### src/design/mlfq_pkg.sv
// Shared types and constants for the multilevel feedback queue scheduler.
// Used by the controller, the datapath, the top level and the checker.
package mlfq_pkg;

    localparam int SLOT_COUNT = 8;
    localparam int PID_BITS   = 16;
    localparam int LEVELS     = 3;
    localparam int SLOT_W     = $clog2(SLOT_COUNT);
    localparam int CNT_W      = $clog2(SLOT_COUNT + 1);
    localparam int LVL_W      = 2;
    localparam int Q_W        = 2;
    localparam int CMP_W      = (PID_BITS > 16) ? PID_BITS : 16;
    localparam int CFG_ADDR_W = 4;

    localparam logic [LVL_W-1:0] LVL_TOP    = 2'd1;
    localparam logic [LVL_W-1:0] LVL_MID    = 2'd2;
    localparam logic [LVL_W-1:0] LVL_BOTTOM = 2'd3;
    localparam logic [7:0]       TICK_MAX   = 8'hFF;

    localparam logic [1:0] REG_SLICE_L1 = 2'd0;
    localparam logic [1:0] REG_SLICE_L2 = 2'd1;
    localparam logic [1:0] REG_SLICE_L3 = 2'd2;

    typedef enum logic [1:0] {
        CMD_TICK   = 2'd0,
        CMD_CREATE = 2'd1,
        CMD_EXIT   = 2'd2,
        CMD_KILL   = 2'd3
    } t_cmd;

    typedef enum logic [1:0] {
        ST_INVALID = 2'd0,
        ST_READY   = 2'd1,
        ST_EXEC    = 2'd2
    } t_slot_st;

    typedef enum logic [2:0] {
        S_IDLE,
        S_RUN,
        S_KILL,
        S_DISPATCH,
        S_RESULT
    } t_state;

    typedef struct packed {
        logic [1:0]  cmd;
        logic [15:0] target_pid;
        logic [7:0]  kill_signal;
    } t_in_beat;

    typedef struct packed {
        logic        running;
        logic [2:0]  running_slot;
        logic [15:0] running_pid;
        logic        switched;
        logic [15:0] new_pid;
        logic        create_ok;
    } t_out_beat;

    typedef struct packed {
        logic capture;
        logic tick;
        logic create;
        logic exit_free;
        logic kill_step;
        logic dispatch;
        logic load_out;
    } t_dp_cmd;

    typedef struct packed {
        t_cmd cmd;
        logic run_valid;
        logic expire;
        logic kill_done;
        logic out_full;
    } t_dp_stat;

    // Level 1..3 maps to queue 0..2.
    function automatic logic [Q_W-1:0] level_to_queue(input logic [LVL_W-1:0] lvl);
        level_to_queue = Q_W'(lvl - LVL_TOP);
    endfunction

endpackage

### src/design/mlfq_process_scheduler.sv
// Top level of the multilevel feedback queue process scheduler.
// Depends on mlfq_pkg, mlfq_ctrl and mlfq_dp; holds the slice registers.
//
// The scheduler keeps a table of SLOT_COUNT process slots and three FIFO ready
// queues, one per priority level, and handles one command per input beat: a tick
// or yield charges the runner and demotes and requeues it when its slice is used
// up, a create claims the lowest free slot at level one with a fresh pid, an exit
// frees the runner and dispatches the next one, and a kill frees one pid when its
// signal is zero or one or, for pid zero, every slot but slot zero. Each command
// gives exactly one result beat. Input beats are taken one at a time: the input
// stalls from acceptance until the result beat is loaded into the output
// register. The kill sequencer visits one slot per cycle and removes a freed
// slot from its queue in that same cycle. A result beat waits in the output
// register while the next input beat is taken; when the consumer stalls, the
// block holds its finished step until that register frees up. The slice
// registers sit at byte addresses 0, 4 and 8 and keep only the low byte of a
// write; they should be changed only while the block is idle.
module mlfq_process_scheduler
    import mlfq_pkg::*;
(
    input  logic                  i_clk,
    input  logic                  i_rst_n,
    input  logic                  i_in_valid,
    output logic                  o_in_stall,
    input  t_in_beat              i_in_data,
    output logic                  o_out_valid,
    input  logic                  i_out_stall,
    output t_out_beat             o_out_data,
    input  logic                  psel,
    input  logic                  penable,
    input  logic                  pwrite,
    input  logic [CFG_ADDR_W-1:0] paddr,
    input  logic [31:0]           pwdata,
    output logic [31:0]           prdata,
    output logic                  pready
);

    logic [LEVELS-1:0][7:0] r_slice;
    logic [1:0]             reg_idx;
    logic                   cfg_wr;
    t_dp_cmd                dp_cmd;
    t_dp_stat               dp_stat;

    // The register index is the word address; byte lanes are ignored.
    assign reg_idx = paddr[CFG_ADDR_W-1:2];
    assign cfg_wr  = psel && penable && pwrite;
    assign pready  = 1'b1;

    always_ff @(posedge i_clk) begin
        if (!i_rst_n) begin
            r_slice[0] <= 8'd1;
            r_slice[1] <= 8'd2;
            r_slice[2] <= 8'd4;
        end else if (cfg_wr) begin
            case (reg_idx)
                REG_SLICE_L1: r_slice[0] <= pwdata[7:0];
                REG_SLICE_L2: r_slice[1] <= pwdata[7:0];
                REG_SLICE_L3: r_slice[2] <= pwdata[7:0];
                default: begin
                end
            endcase
        end
    end

    always_comb begin
        case (reg_idx)
            REG_SLICE_L1: prdata = {24'd0, r_slice[0]};
            REG_SLICE_L2: prdata = {24'd0, r_slice[1]};
            REG_SLICE_L3: prdata = {24'd0, r_slice[2]};
            default:      prdata = 32'd0;
        endcase
    end

    // The controller sequences each command; the datapath owns all scheduler state.
    mlfq_ctrl u_ctrl (
        .i_clk      (i_clk),
        .i_rst_n    (i_rst_n),
        .i_in_valid (i_in_valid),
        .i_stat     (dp_stat),
        .o_in_stall (o_in_stall),
        .o_cmd      (dp_cmd)
    );

    mlfq_dp u_dp (
        .i_clk       (i_clk),
        .i_rst_n     (i_rst_n),
        .i_cmd       (dp_cmd),
        .i_in_data   (i_in_data),
        .i_slice     (r_slice),
        .i_out_stall (i_out_stall),
        .o_stat      (dp_stat),
        .o_out_valid (o_out_valid),
        .o_out_data  (o_out_data)
    );

endmodule

### src/design/mlfq_ctrl.sv
// Sequencing state machine of the scheduler.
// Depends on mlfq_pkg; drives the datapath through t_dp_cmd.
module mlfq_ctrl
    import mlfq_pkg::*;
(
    input  logic     i_clk,
    input  logic     i_rst_n,
    input  logic     i_in_valid,
    input  t_dp_stat i_stat,
    output logic     o_in_stall,
    output t_dp_cmd  o_cmd
);

    t_state r_state;
    t_state n_state;

    always_ff @(posedge i_clk) begin
        if (!i_rst_n) begin
            r_state <= S_IDLE;
        end else begin
            r_state <= n_state;
        end
    end

    always_comb begin
        n_state = r_state;
        o_cmd   = '0;
        case (r_state)
            S_IDLE: begin
                if (i_in_valid) begin
                    o_cmd.capture = 1'b1;
                    n_state       = S_RUN;
                end
            end
            S_RUN: begin
                case (i_stat.cmd)
                    CMD_TICK: begin
                        if (!i_stat.run_valid) begin
                            n_state = S_DISPATCH;
                        end else begin
                            o_cmd.tick = 1'b1;
                            n_state    = i_stat.expire ? S_DISPATCH : S_RESULT;
                        end
                    end
                    CMD_CREATE: begin
                        o_cmd.create = 1'b1;
                        n_state      = S_RESULT;
                    end
                    CMD_EXIT: begin
                        o_cmd.exit_free = 1'b1;
                        n_state         = S_DISPATCH;
                    end
                    default: begin
                        n_state = S_KILL;
                    end
                endcase
            end
            S_KILL: begin
                o_cmd.kill_step = 1'b1;
                if (i_stat.kill_done) begin
                    n_state = S_RESULT;
                end
            end
            S_DISPATCH: begin
                o_cmd.dispatch = 1'b1;
                n_state        = S_RESULT;
            end
            S_RESULT: begin
                if (!i_stat.out_full) begin
                    o_cmd.load_out = 1'b1;
                    n_state        = S_IDLE;
                end
            end
            default: begin
                n_state = S_IDLE;
            end
        endcase
    end

    assign o_in_stall = (r_state != S_IDLE);

endmodule

### src/design/mlfq_dp.sv
// Slot table, three ready queues, run state and output register of the scheduler.
// Depends on mlfq_pkg; commanded by mlfq_ctrl.
module mlfq_dp
    import mlfq_pkg::*;
(
    input  logic                   i_clk,
    input  logic                   i_rst_n,
    input  t_dp_cmd                i_cmd,
    input  t_in_beat               i_in_data,
    input  logic [LEVELS-1:0][7:0] i_slice,
    input  logic                   i_out_stall,
    output t_dp_stat               o_stat,
    output logic                   o_out_valid,
    output t_out_beat              o_out_data
);

    t_slot_st            r_status [SLOT_COUNT];
    t_slot_st            n_status [SLOT_COUNT];
    logic [PID_BITS-1:0] r_pid    [SLOT_COUNT];
    logic [PID_BITS-1:0] n_pid    [SLOT_COUNT];
    logic [LVL_W-1:0]    r_level  [SLOT_COUNT];
    logic [LVL_W-1:0]    n_level  [SLOT_COUNT];
    logic [SLOT_W-1:0]   r_q_ent  [LEVELS][SLOT_COUNT];
    logic [SLOT_W-1:0]   n_q_ent  [LEVELS][SLOT_COUNT];
    logic [CNT_W-1:0]    r_q_cnt  [LEVELS];
    logic [CNT_W-1:0]    n_q_cnt  [LEVELS];

    logic [SLOT_W-1:0]   r_run_idx, n_run_idx;
    logic                r_run_valid, n_run_valid;
    logic [7:0]          r_ticks, n_ticks;
    logic [PID_BITS-1:0] r_pid_ctr, n_pid_ctr;
    t_cmd                r_cmd, n_cmd;
    logic [15:0]         r_tpid, n_tpid;
    logic [7:0]          r_sig, n_sig;
    logic                r_prev_valid, n_prev_valid;
    logic [SLOT_W-1:0]   r_prev_idx, n_prev_idx;
    logic [SLOT_W-1:0]   r_kill_idx, n_kill_idx;
    logic [15:0]         r_new_pid, n_new_pid;
    logic                r_create_ok, n_create_ok;
    t_out_beat           r_out, n_out;
    logic                r_out_valid, n_out_valid;

    logic [SLOT_W-1:0]   sel_idx;
    t_slot_st            sel_status;
    logic [PID_BITS-1:0] sel_pid;
    logic [LVL_W-1:0]    sel_level;
    logic [7:0]          slice_sel;
    logic [7:0]          ticks_inc;
    logic                expire;
    logic [LVL_W-1:0]    lvl_up;
    logic                kill_hit;
    logic                free_en;
    logic                free_rm;
    logic [Q_W-1:0]      free_q;
    logic                push_en;
    logic [Q_W-1:0]      push_q;
    logic [SLOT_W-1:0]   push_slot;
    logic                cr_found;
    logic [SLOT_W-1:0]   cr_idx;
    logic                pop_en;
    logic [Q_W-1:0]      pop_q;
    logic [SLOT_W-1:0]   pop_slot;
    logic                hit_seen;

    // One slot is looked at per cycle: the kill cursor while killing, else the runner.
    assign sel_idx    = i_cmd.kill_step ? r_kill_idx : r_run_idx;
    assign sel_status = r_status[sel_idx];
    assign sel_pid    = r_pid[sel_idx];
    assign sel_level  = r_level[sel_idx];

    always_comb begin
        case (sel_level)
            LVL_MID:    slice_sel = i_slice[1];
            LVL_BOTTOM: slice_sel = i_slice[2];
            default:    slice_sel = i_slice[0];
        endcase
    end

    assign ticks_inc = (r_ticks == TICK_MAX) ? r_ticks : r_ticks + 8'd1;
    assign expire    = (ticks_inc >= slice_sel);
    assign lvl_up    = (sel_level == LVL_BOTTOM) ? LVL_BOTTOM : sel_level + LVL_W'(1);

    assign kill_hit = (r_tpid == 16'd0) ||
                      ((r_sig <= 8'd1) && (sel_status != ST_INVALID) &&
                       (CMP_W'(sel_pid) == CMP_W'(r_tpid)));
    assign free_en  = (i_cmd.exit_free && r_run_valid) || (i_cmd.kill_step && kill_hit);
    assign free_rm  = (sel_status == ST_READY);
    assign free_q   = level_to_queue(sel_level);

    // Lowest invalid slot for a create.
    always_comb begin
        cr_found = 1'b0;
        cr_idx   = '0;
        for (int i = SLOT_COUNT - 1; i >= 0; i--) begin
            if (r_status[i] == ST_INVALID) begin
                cr_found = 1'b1;
                cr_idx   = SLOT_W'(i);
            end
        end
    end

    // Highest-priority non-empty queue (lowest index, level one first) for a dispatch.
    always_comb begin
        pop_en   = 1'b0;
        pop_q    = '0;
        pop_slot = '0;
        for (int q = LEVELS - 1; q >= 0; q--) begin
            if (r_q_cnt[q] != '0) begin
                pop_en   = i_cmd.dispatch;
                pop_q    = Q_W'(q);
                pop_slot = r_q_ent[q][0];
            end
        end
    end

    always_comb begin
        push_en   = 1'b0;
        push_q    = '0;
        push_slot = r_run_idx;
        if (i_cmd.tick && expire) begin
            push_en = 1'b1;
            push_q  = level_to_queue(lvl_up);
        end else if (i_cmd.create && cr_found) begin
            push_en   = 1'b1;
            push_q    = level_to_queue(LVL_TOP);
            push_slot = cr_idx;
        end
    end

    always_comb begin
        n_status     = r_status;
        n_pid        = r_pid;
        n_level      = r_level;
        n_q_ent      = r_q_ent;
        n_q_cnt      = r_q_cnt;
        n_run_idx    = r_run_idx;
        n_run_valid  = r_run_valid;
        n_ticks      = r_ticks;
        n_pid_ctr    = r_pid_ctr;
        n_cmd        = r_cmd;
        n_tpid       = r_tpid;
        n_sig        = r_sig;
        n_prev_valid = r_prev_valid;
        n_prev_idx   = r_prev_idx;
        n_kill_idx   = r_kill_idx;
        n_new_pid    = r_new_pid;
        n_create_ok  = r_create_ok;
        n_out        = r_out;
        n_out_valid  = r_out_valid && i_out_stall;
        hit_seen     = 1'b0;

        if (i_cmd.capture) begin
            n_cmd        = t_cmd'(i_in_data.cmd);
            n_tpid       = i_in_data.target_pid;
            n_sig        = i_in_data.kill_signal;
            n_prev_valid = r_run_valid;
            n_prev_idx   = r_run_idx;
            n_new_pid    = '0;
            n_create_ok  = 1'b0;
            // A kill of pid zero spares slot zero, so its sweep starts at slot one.
            n_kill_idx   = (i_in_data.target_pid == 16'd0) ? SLOT_W'(1) : '0;
        end

        if (i_cmd.tick) begin
            n_ticks = ticks_inc;
            if (expire) begin
                n_level[r_run_idx]  = lvl_up;
                n_status[r_run_idx] = ST_READY;
                n_run_valid         = 1'b0;
            end
        end

        if (i_cmd.create && cr_found) begin
            n_pid[cr_idx]    = r_pid_ctr;
            n_status[cr_idx] = ST_READY;
            n_level[cr_idx]  = LVL_TOP;
            n_pid_ctr        = r_pid_ctr + PID_BITS'(1);
            n_new_pid        = 16'(r_pid_ctr);
            n_create_ok      = 1'b1;
        end

        if (free_en) begin
            n_status[sel_idx] = ST_INVALID;
            n_pid[sel_idx]    = '0;
            n_level[sel_idx]  = LVL_TOP;
            if (r_run_valid && (r_run_idx == sel_idx)) begin
                n_run_valid = 1'b0;
            end
        end

        if (i_cmd.kill_step) begin
            n_kill_idx = r_kill_idx + SLOT_W'(1);
        end

        if (pop_en) begin
            n_status[pop_slot] = ST_EXEC;
            n_run_idx          = pop_slot;
            n_run_valid        = 1'b1;
            n_ticks            = '0;
        end

        for (int q = 0; q < LEVELS; q++) begin
            if (push_en && (push_q == Q_W'(q)) && (r_q_cnt[q] < CNT_W'(SLOT_COUNT))) begin
                n_q_ent[q][r_q_cnt[q][SLOT_W-1:0]] = push_slot;
                n_q_cnt[q] = r_q_cnt[q] + CNT_W'(1);
            end
            if (free_en && free_rm && (free_q == Q_W'(q))) begin
                // Close the gap left by the removed slot; entries ahead of it stay in place.
                hit_seen = 1'b0;
                for (int j = 0; j < SLOT_COUNT; j++) begin
                    if ((CNT_W'(j) < r_q_cnt[q]) && (r_q_ent[q][j] == sel_idx)) begin
                        hit_seen = 1'b1;
                    end
                    if (hit_seen && (j + 1 < SLOT_COUNT)) begin
                        n_q_ent[q][j] = r_q_ent[q][j+1];
                    end
                end
                if (hit_seen) begin
                    n_q_cnt[q] = r_q_cnt[q] - CNT_W'(1);
                end
            end
            if (pop_en && (pop_q == Q_W'(q))) begin
                for (int j = 0; j + 1 < SLOT_COUNT; j++) begin
                    n_q_ent[q][j] = r_q_ent[q][j+1];
                end
                n_q_cnt[q] = r_q_cnt[q] - CNT_W'(1);
            end
        end

        if (i_cmd.load_out) begin
            n_out.running      = r_run_valid;
            n_out.running_slot = r_run_valid ? 3'(r_run_idx) : 3'd0;
            n_out.running_pid  = r_run_valid ? 16'(sel_pid) : 16'd0;
            n_out.switched     = r_run_valid && (!r_prev_valid || (r_run_idx != r_prev_idx));
            n_out.new_pid      = r_new_pid;
            n_out.create_ok    = r_create_ok;
            n_out_valid        = 1'b1;
        end
    end

    always_ff @(posedge i_clk) begin
        if (!i_rst_n) begin
            for (int i = 0; i < SLOT_COUNT; i++) begin
                r_status[i] <= ST_INVALID;
                r_pid[i]    <= '0;
                r_level[i]  <= LVL_TOP;
            end
            r_status[0] <= ST_EXEC;
            r_pid[0]    <= PID_BITS'(1);
            for (int q = 0; q < LEVELS; q++) begin
                r_q_cnt[q] <= '0;
            end
            r_run_idx   <= '0;
            r_run_valid <= 1'b1;
            r_ticks     <= '0;
            r_pid_ctr   <= PID_BITS'(2);
            r_out_valid <= 1'b0;
        end else begin
            r_status    <= n_status;
            r_pid       <= n_pid;
            r_level     <= n_level;
            r_q_cnt     <= n_q_cnt;
            r_run_idx   <= n_run_idx;
            r_run_valid <= n_run_valid;
            r_ticks     <= n_ticks;
            r_pid_ctr   <= n_pid_ctr;
            r_out_valid <= n_out_valid;
        end
    end

    always_ff @(posedge i_clk) begin
        r_q_ent      <= n_q_ent;
        r_cmd        <= n_cmd;
        r_tpid       <= n_tpid;
        r_sig        <= n_sig;
        r_prev_valid <= n_prev_valid;
        r_prev_idx   <= n_prev_idx;
        r_kill_idx   <= n_kill_idx;
        r_new_pid    <= n_new_pid;
        r_create_ok  <= n_create_ok;
        r_out        <= n_out;
    end

    assign o_stat.cmd       = r_cmd;
    assign o_stat.run_valid = r_run_valid;
    assign o_stat.expire    = expire;
    assign o_stat.kill_done = (r_kill_idx == SLOT_W'(SLOT_COUNT - 1));
    assign o_stat.out_full  = r_out_valid && i_out_stall;
    assign o_out_valid      = r_out_valid;
    assign o_out_data       = r_out;

endmodule

### config.mk
export PLATFORM = sky130hd
export DESIGN_NAME = mlfq_process_scheduler
export DESIGN_NICKNAME = d
export VERILOG_FILES = /design/src/design/mlfq_pkg.sv /design/src/design/mlfq_process_scheduler.sv /design/src/design/mlfq_ctrl.sv /design/src/design/mlfq_dp.sv
export SDC_FILE = /design/constraint.sdc
export NUM_CORES = 1
export LEC_CHECK = 0
export ABC_AREA = 0
export BUFFER_PORTS_ARGS = -buffer_cell sky130_fd_sc_hd__buf_2
export CAP_MARGIN = 20
export CORE_MARGIN = 10
export CORE_UTILIZATION = 45
export CTS_BUF_LIST = sky130_fd_sc_hd__clkbuf_16
export CTS_CLUSTER_DIAMETER = 80
export DETAILED_ROUTE_END_ITERATION = 7
export HOLD_SLACK_MARGIN = 0.12
export PLACE_DENSITY_LB_ADDON = 0.1
export SYNTH_ARGS = -nofsm -noshare
export SYNTH_HDL_FRONTEND = slang
export SYNTH_SLANG_ARGS = --single-unit
### constraint.sdc
create_clock -name i_clk -period 14.6 [get_ports i_clk]
set_clock_uncertainty 0.05 [all_clocks]
set_input_delay 2.92 -clock i_clk [delete_from_list [all_inputs] [get_ports i_clk]]
set_output_delay 2.92 -clock i_clk [all_outputs]
set_load 0.02 [all_outputs]
==> results of run 1 <==
-- cell families after synthesis --
logic type                 count (synthesis)  share of synthesized area [%]
AOI/OAI and AO/OA                        361                           13.0
DFF                                      387                           41.8
buffers and inverters                    204                           4.83
muxes                                    311                           16.5
and+or+nand+nor                          785                           17.9
other                                      2                         0.0361
adders and majority gates                 21                           1.26
xor gates and xnor gates                 111                           4.67
-- worst max-delay path by stage --
stage | end | slack [ns] | depth (start not counted)
final | prdata[0] | 7.48 | 5
after global routing | prdata[2] | 7.33 | 5
after global placement | prdata[4] | 7.46 | 5
after floorplan | prdata[0] | 7.69 | 3
after detailed placement | prdata[4] | 7.48 | 5
after CTS | prdata[4] | 7.48 | 5
-- metrics by stage --
stage	cells	worst slack [ns]	power (uW)	instance area, sq um	hold slack, ns
detailed placement	2762	7.48	2240	21600	0.355
floorplan	2205	7.69	1960	20900	0.350
CTS	2846	7.48	3350	23100	0.369
finish	2848	7.48	3340	23100	0.367
global placement	2762	7.46	2230	21600	0.351
global route	2847	7.33	3480	23100	0.375
-- per-layer routing --
metal  share of wire, %  vias to the layer above  GRT usage [%]
met2                 45                      528           34.6
met5                  0                        -              0
met3                7.5                       65           4.34
met1                 46                     8221           30.8
met4                1.3                        0           4.62
li1                   -                     7912              -
-- where the power goes --
part	leakage [uW]	internal [uW]	switching (uW)
logic	0.00468	288	639
clock network	0.000767	635	470
registers	0.00325	1220	81.4
total	0.00869	2150	1190
-- flip-flops by register name, summed over array words and instances (netlist names), named ones only --
name               flops
u_dp.r_tpid           16
u_dp.o_out_data       38
u_dp.r_cmd             2
u_dp.r_pid_ctr        16
u_dp.r_run_valid       1
u_dp.r_new_pid        16
u_dp.r_run_idx         3
u_dp.o_out_valid       1
u_dp.r_q_cnt          12
u_dp.r_status         16
u_dp.r_kill_idx        3
u_dp.r_ticks           8
u_dp.r_pid           128
u_dp.r_prev_idx        3
u_ctrl.r_state         3
u_dp.r_create_ok       1
u_dp.r_level          16
u_dp.r_sig             7
r_slice               24
u_dp.r_prev_valid      1
u_dp.r_q_ent          63
-- cells in the final DEF, fill, tap and decap left out, types with 20 or more instances in the layout --
cell / netlist / final
mux2_2: 109 / 109
nand3_1: 42 / 42
xor2_1: 22 / 22
nand4_1: 27 / 27
ha_1: 21 / 21
nand2_1: 245 / 245
xnor2_1: 89 / 89
buf_2: 38 / 89
buf_4: 37 / 42
o21ai_0: 71 / 71
nor3_1: 62 / 61
a211oi_1: 20 / 20
and2_1: 32 / 32
clkbuf_16: 0 / 47
conb_1: 2 / 25
nor4_1: 36 / 34
nor2_1: 234 / 232
a21oi_1: 94 / 93
inv_1: 26 / 44
dfxtp_1: 292 / 290
edfxtp_1: 95 / 95
mux2i_1: 175 / 175
-- final cells by class --
type,instances,share of cell area (%)
Tap cell,600,3.25
Inverter,30,0.488
Sequential cell,387,37.7
Clock inverter,37,1.12
Clock buffer,47,5.10
Multi-Input combinational cell,1614,49.0
Timing Repair Buffer,132,3.35
Antenna cell,1,0.0108
-- critical path, delay by kind of cell --
kind	cells	cell delay, ns
buffers and inverters	2	0.44
AOI/OAI and AO/OA	1	0.14
and+or+nand+nor	2	0.66
==> results by group, run 1 <==
Synth
  – Yosys warns: 0
  – Number of synthesized register bits: between 300 and 400
  – Post-synthesis async set-or-reset flop share: 0%
  – Synthesized area: roughly 0.021 sq mm
  – Most common cell in the netlist: dfxtp_1
  – Distinct cells, synth: a little over 90
  – Cells after Synth: about 2200
  – Commonest cells post-synth: dfxtp_1, nand2_1, nor2_1, mux2i_1, mux2_2
  – Fraction of the yosys area taken by sequential cells: 41.8%
  – Top-area cell type share of the netlist area: 28.1%
  – Synth top area cells: dfxtp_1, edfxtp_1, mux2i_1
  – Post-synth EDFFs: 95
  – Synth area leader: dfxtp_1
  – Avg Cell Area, Syn: roughly 9.5 sq um
  – Synth Flop Type: dfxtp_1

Hold path
  – Hold Path Sink: u_dp.o_out_data[4]
  – Worst min-delay path startpoint: u_dp.r_new_pid[3]
  – Path type of the worst min-delay path: reg2reg
  – Worst hold path depth: 0

Floorplan
  – Die area: 0.0553 sq mm
  – Die width: 235 um
  – Num rows: 78
  – # IOs: between 100 and 150
  – Die height: 235 um
  – Starting Density: 45.7%
  – Core area: 0.0456 sq mm

Clock tree
  – Reg clk slew, reported paths: roughly 0.050 ns
  – CTS Buffer Depth: 3
  – Post_cts resized: 0
  – Setup bufs post-CTS: 0
  – Clock H-tree levels: 2
  – Clk Latency, worst-skew pair: roughly 0.60 ns
  – Cts hold-fix bufs: 0
  – TritonCTS clock tree: done
  – Clock Sink Count: just under 400
  – Root buf cell: clkbuf_16
  – TritonCTS Buffers: between 40 and 50

Detailed routing
  – Overall routed net length: about 64000 um
  – Initial DRT Pass Iterations: 5
  – DRT iter0 DRCs: 1498
  – Vias per Instance: 5.87
  – Drc violations: 0
  – Antenna viol nets, final: 0
  – DR WL/cell: approximately 22 um
  – Via total after detailed routing: ~17000

Worst setup path
  – Setup CP Type: in2out
  – Worst setup SP type: primary input
  – Reg2reg setup slack: approximately 7.8 ns
  – Worst Path Required: between 10 and 15 ns
  – CP Max Fanout: 12
  – Cells along the critical path: buf_2 -> nor2b_1 -> nand2_1 -> o21ai_0 -> buf_2
  – Reg2reg start: u_ctrl.r_state[1]
  – CP arrival: 4.15 ns
  – Crit path largest cell delay: between 0.5 and 0.6 ns
  – Worst path most repeated cell: buf_2
  – Worst R2R End: u_dp.r_q_ent[53]
  – R2R depth: 20
  – CP max-delay cell: nor2b_1
  – Worst Setup SP: paddr[3]
  – Crit. End Element: primary output

Global routing
  – GRT Residual Overflow: 0
  – Vias in the first global route: roughly 16000
  – Initial antenna violation count: 0
  – First-pass GRT wire length: 97300 um
  – Largest net degree at the start of global routing: 54
  – Total GRT Usage: about 22%

STA
  – Setup TNS: 0 ns
  – Crit path time final: around 7.1 ns
  – Max-slew headroom: about a quarter
  – Slew Limit Fails: 0
  – RSZ-0062 raised after global routing: false
  – Max Freq: between 0.1 and 0.15 GHz
  – Final Hold Fails: 0
  – Fin crit share: approximately half
  – Slew @ Worst Pin: 1.11 ns
  – Final setup viols: 0

Place
  – Dpl hpwl: approximately 42000 um
  – Port bufs: 89
  – Gpl congestion: approximately 0.86

Run status
  – Outcome: finished clean

Layout
  – Reg area: ~0.0087 sq mm
  – Syn-to-layout area delta: 10.8%
  – Fraction of layout instances using a drive strength above 1: about 17%
  – Area of the multi-input gates: roughly 0.011 sq mm
  – Post-layout util: 50.6%
  – Nets@finish: about 2300
  – Fillers: around 4200

Power
  – Worst ir drop on vdd: roughly 0.00012 V
  – Power density over cell area: around 140 mW/mm^2
  – Leakage: 0.00869 uW

Flow run
  – Max_cap viols: 0
(Power assumes the default switching activity.)
==> run 2: changes to the inputs <==
- clock period: 14.6 -> 7.1 ns (I/O delays scaled with it)
==> run 2 against run 1 <==
  * Clock power grew 110%
  * Non-clock buffer count grew 16
  * Highest routed layer unchanged
  * Worst setup slack lost 6.7 ns
  * Register-to-register slack lost 7.0 ns
  * Sequential cell count is the same
  * Global-route usage grew 0.32 points
  * Cell count grew 0.53%
  * Critical endpoint is now u_dp.r_q_ent[53]
  * Via count grew 0.48%
  * Routed wire length grew 0.38%
  * Sequential power grew 110%
  * Hold slack is essentially flat
==> results by group, run 2 (synthesized netlist as in run 1, its figures left out) <==
Run status
  – Outcome: finished clean

STA
  – Final setup viols: 0
  – Fin crit share: around nine tenths
  – Max Freq: 0.158 GHz
  – Crit path time final: between 6 and 7 ns
  – Final Hold Fails: 0
  – Setup TNS: 0 ns
  – Worst-case hold slack: between 0.3 and 0.4 ns
  – RSZ-0062 raised after global routing: false
  – Slew Limit Fails: 0
  – Max-slew headroom: 16.0%
  – Slew @ Worst Pin: 1.26 ns

Worst setup path
  – R2R depth: 19
  – Worst Setup SP: u_ctrl.r_state[1]
  – Worst setup SP type: register
  – Reg2reg setup slack: between 0.7 and 0.8 ns
  – CP Max Fanout: 13
  – Crit. End Element: register
  – Setup CP Type: reg2reg
  – Worst R2R End: u_dp.r_q_ent[53]
  – CP arrival: ~6.7 ns
  – Worst Path Required: 7.52 ns
  – Reg2reg start: u_ctrl.r_state[1]

Place
  – DP Area: 0.0218 sq mm
  – Gpl congestion: between 0.8 and 0.9
  – Dpl hpwl: 42800 um
  – Port bufs: just under 90

Layout
  – Commonest non-fill, non-tap cell in the layout: dfxtp_1
  – N_diodes: 0
  – Fraction of layout instances using a drive strength above 1: between 10% and 20%
  – Fillers: around 4200
  – Biggest register: u_dp.r_pid
  – Nets@finish: around 2300
  – Cell area after layout: 0.0232 sq mm
  – Syn-to-layout area delta: 11.4%
  – Largest register FFs: 128
  – Commonest non-fill, non-tap cells in the layout: dfxtp_1, nand2_1, nor2_1

Global routing
  – Total GRT Usage: between 20 and 25%
  – Largest net degree at the start of global routing: 54
  – Initial antenna violation count: 0
  – GRT busiest layer: met2
  – M3 GR Usage: between 5 and 6%
  – First-pass GRT wire length: between 90000 and 100000 um
  – GRT Residual Overflow: 0
  – Vias in the first global route: ~17000
  – Met1 global-route usage: between 20 and 30%
  – M2 GR Usage: about a third

Clock tree
  – Post_cts resized: 0
  – Setup bufs post-CTS: 0
  – TritonCTS clock tree: done
  – Cts hold-fix bufs: 0
  – TritonCTS Buffers: 45
  – Clock Sink Count: 387
  – Clock H-tree levels: 2
  – Root buf cell: clkbuf_16
  – Clk Latency, worst-skew pair: 0.60 ns
  – CTS Buffer Depth: 3
  – Reg clk slew, reported paths: 0.06 ns

Floorplan
  – Die area: 0.0553 sq mm
  – Starting Density: 45.7%
  – # IOs: about 140
  – Core area: 0.0456 sq mm
  – Die width: between 200 and 250 um
  – Num rows: around 80
  – Die height: around 240 um

Power
  – Worst ir drop on vdd: 0.000249 V
  – Total power: around 7000 uW
  – Power density over cell area: approximately 300 mW/mm^2
  – Leakage: 0.00875 uW
  – Int Pwr: about 4500 uW
  – Sequential Power Share: between 30% and 40%
  – Comb power frac: between 20% and 30%
  – Net Sw Frac: between 30% and 40%
  – Clk pwr share: between 30% and 40%
  – Switching pwr: 2460 uW

Detailed routing
  – DR WL/cell: around 22 um
  – DRT iter0 DRCs: 1413
  – Antenna viol nets, final: 0
  – Initial DRT Pass Iterations: 5
  – Overall routed net length: 64200 um
  – Drc violations: 0
  – Via total after detailed routing: roughly 17000
  – Vias per Instance: between 5 and 6

Hold path
  – Worst min-delay path startpoint: u_dp.r_new_pid[13]
  – Hold Path Sink: u_dp.o_out_data[14]
  – Path type of the worst min-delay path: reg2reg
  – Worst hold path depth: 0

Flow run
  – Max_cap viols: 0
[run 2: cell count changes in the layout (fill, tap and decap cells not counted), moves of 2 or more]
cell	previous run	this run
clkinv_8	2	0
buf_4	42	59
inv_1	44	37
inv_6	0	2
clkinv_1	10	16
[run 2: worst max-delay path, stage by stage (launching register included)]
cell and delay [ns]:
dfxtp_1 0.54, or3b_2 0.71, a21oi_4 0.42, buf_4 0.34, o21ai_0 0.16, o21ai_0 0.19, o21ai_2 0.27, buf_4 0.24
mux2i_1 0.11, nor2_1 0.09, a21oi_1 0.05, ha_1 0.34, nand3_1 0.07, o211a_1 0.24, a211oi_1 0.59, a31oi_1 0.31
nor2_1 0.50, and4_1 0.34, mux2_2 0.35, mux2_2 0.26
[run 2: metal layers]
| layer | vias to the layer above | wire (um) |
|---|---|---|
| li1 | 7940 | - |
| met1 | 8167 | 28500 |
| met2 | 587 | 28600 |
| met3 | 112 | 5360 |
| met4 | 0 | 1700 |
| met5 | - | 0 |
[run 2: area by class of cell]
cell class / count / area, sq um / share of cell area, %
clock buffers: 46 / 1150 / 4.96
multi-input cells: 1614 / 11300 / 48.7
inverters: 30 / 113 / 0.486
repair buffers: 148 / 888 / 3.83
clock inverters: 38 / 283 / 1.22
well taps: 600 / 751 / 3.24
flip-flops and latches: 387 / 8700 / 37.5
[run 2: power groups by stage]
stage                     Sequential [uW]  Clock, uW  Combinational, uW
after detailed placement             2730          0               1920
after global placement               2730          0               1900
after global routing                 2710       2410               2100
final                                2690       2290               1950
after CTS                            2690       2330               1930
after floorplan                      2690          0               1350
[run 2: how the worst max path moves through the flow]
stage / depth (start not counted) / endpoint
global placement: 19 / u_dp.r_q_ent[51]
CTS: 19 / u_dp.r_q_ent[53]
finish: 19 / u_dp.r_q_ent[53]
detailed placement: 19 / u_dp.r_q_ent[51]
global route: 19 / u_dp.r_q_ent[52]
floorplan: 24 / u_dp.r_q_ent[33]
[run 2: stage by stage]
stage	worst slack [ns]	utilization (%)	instances
floorplan	1.54	-	2205
global placement	0.882	47.7	2779
detailed placement	0.848	47.7	2779
CTS	0.792	50.9	2863
global route	0.375	50.9	2863
finish	0.786	50.9	2863
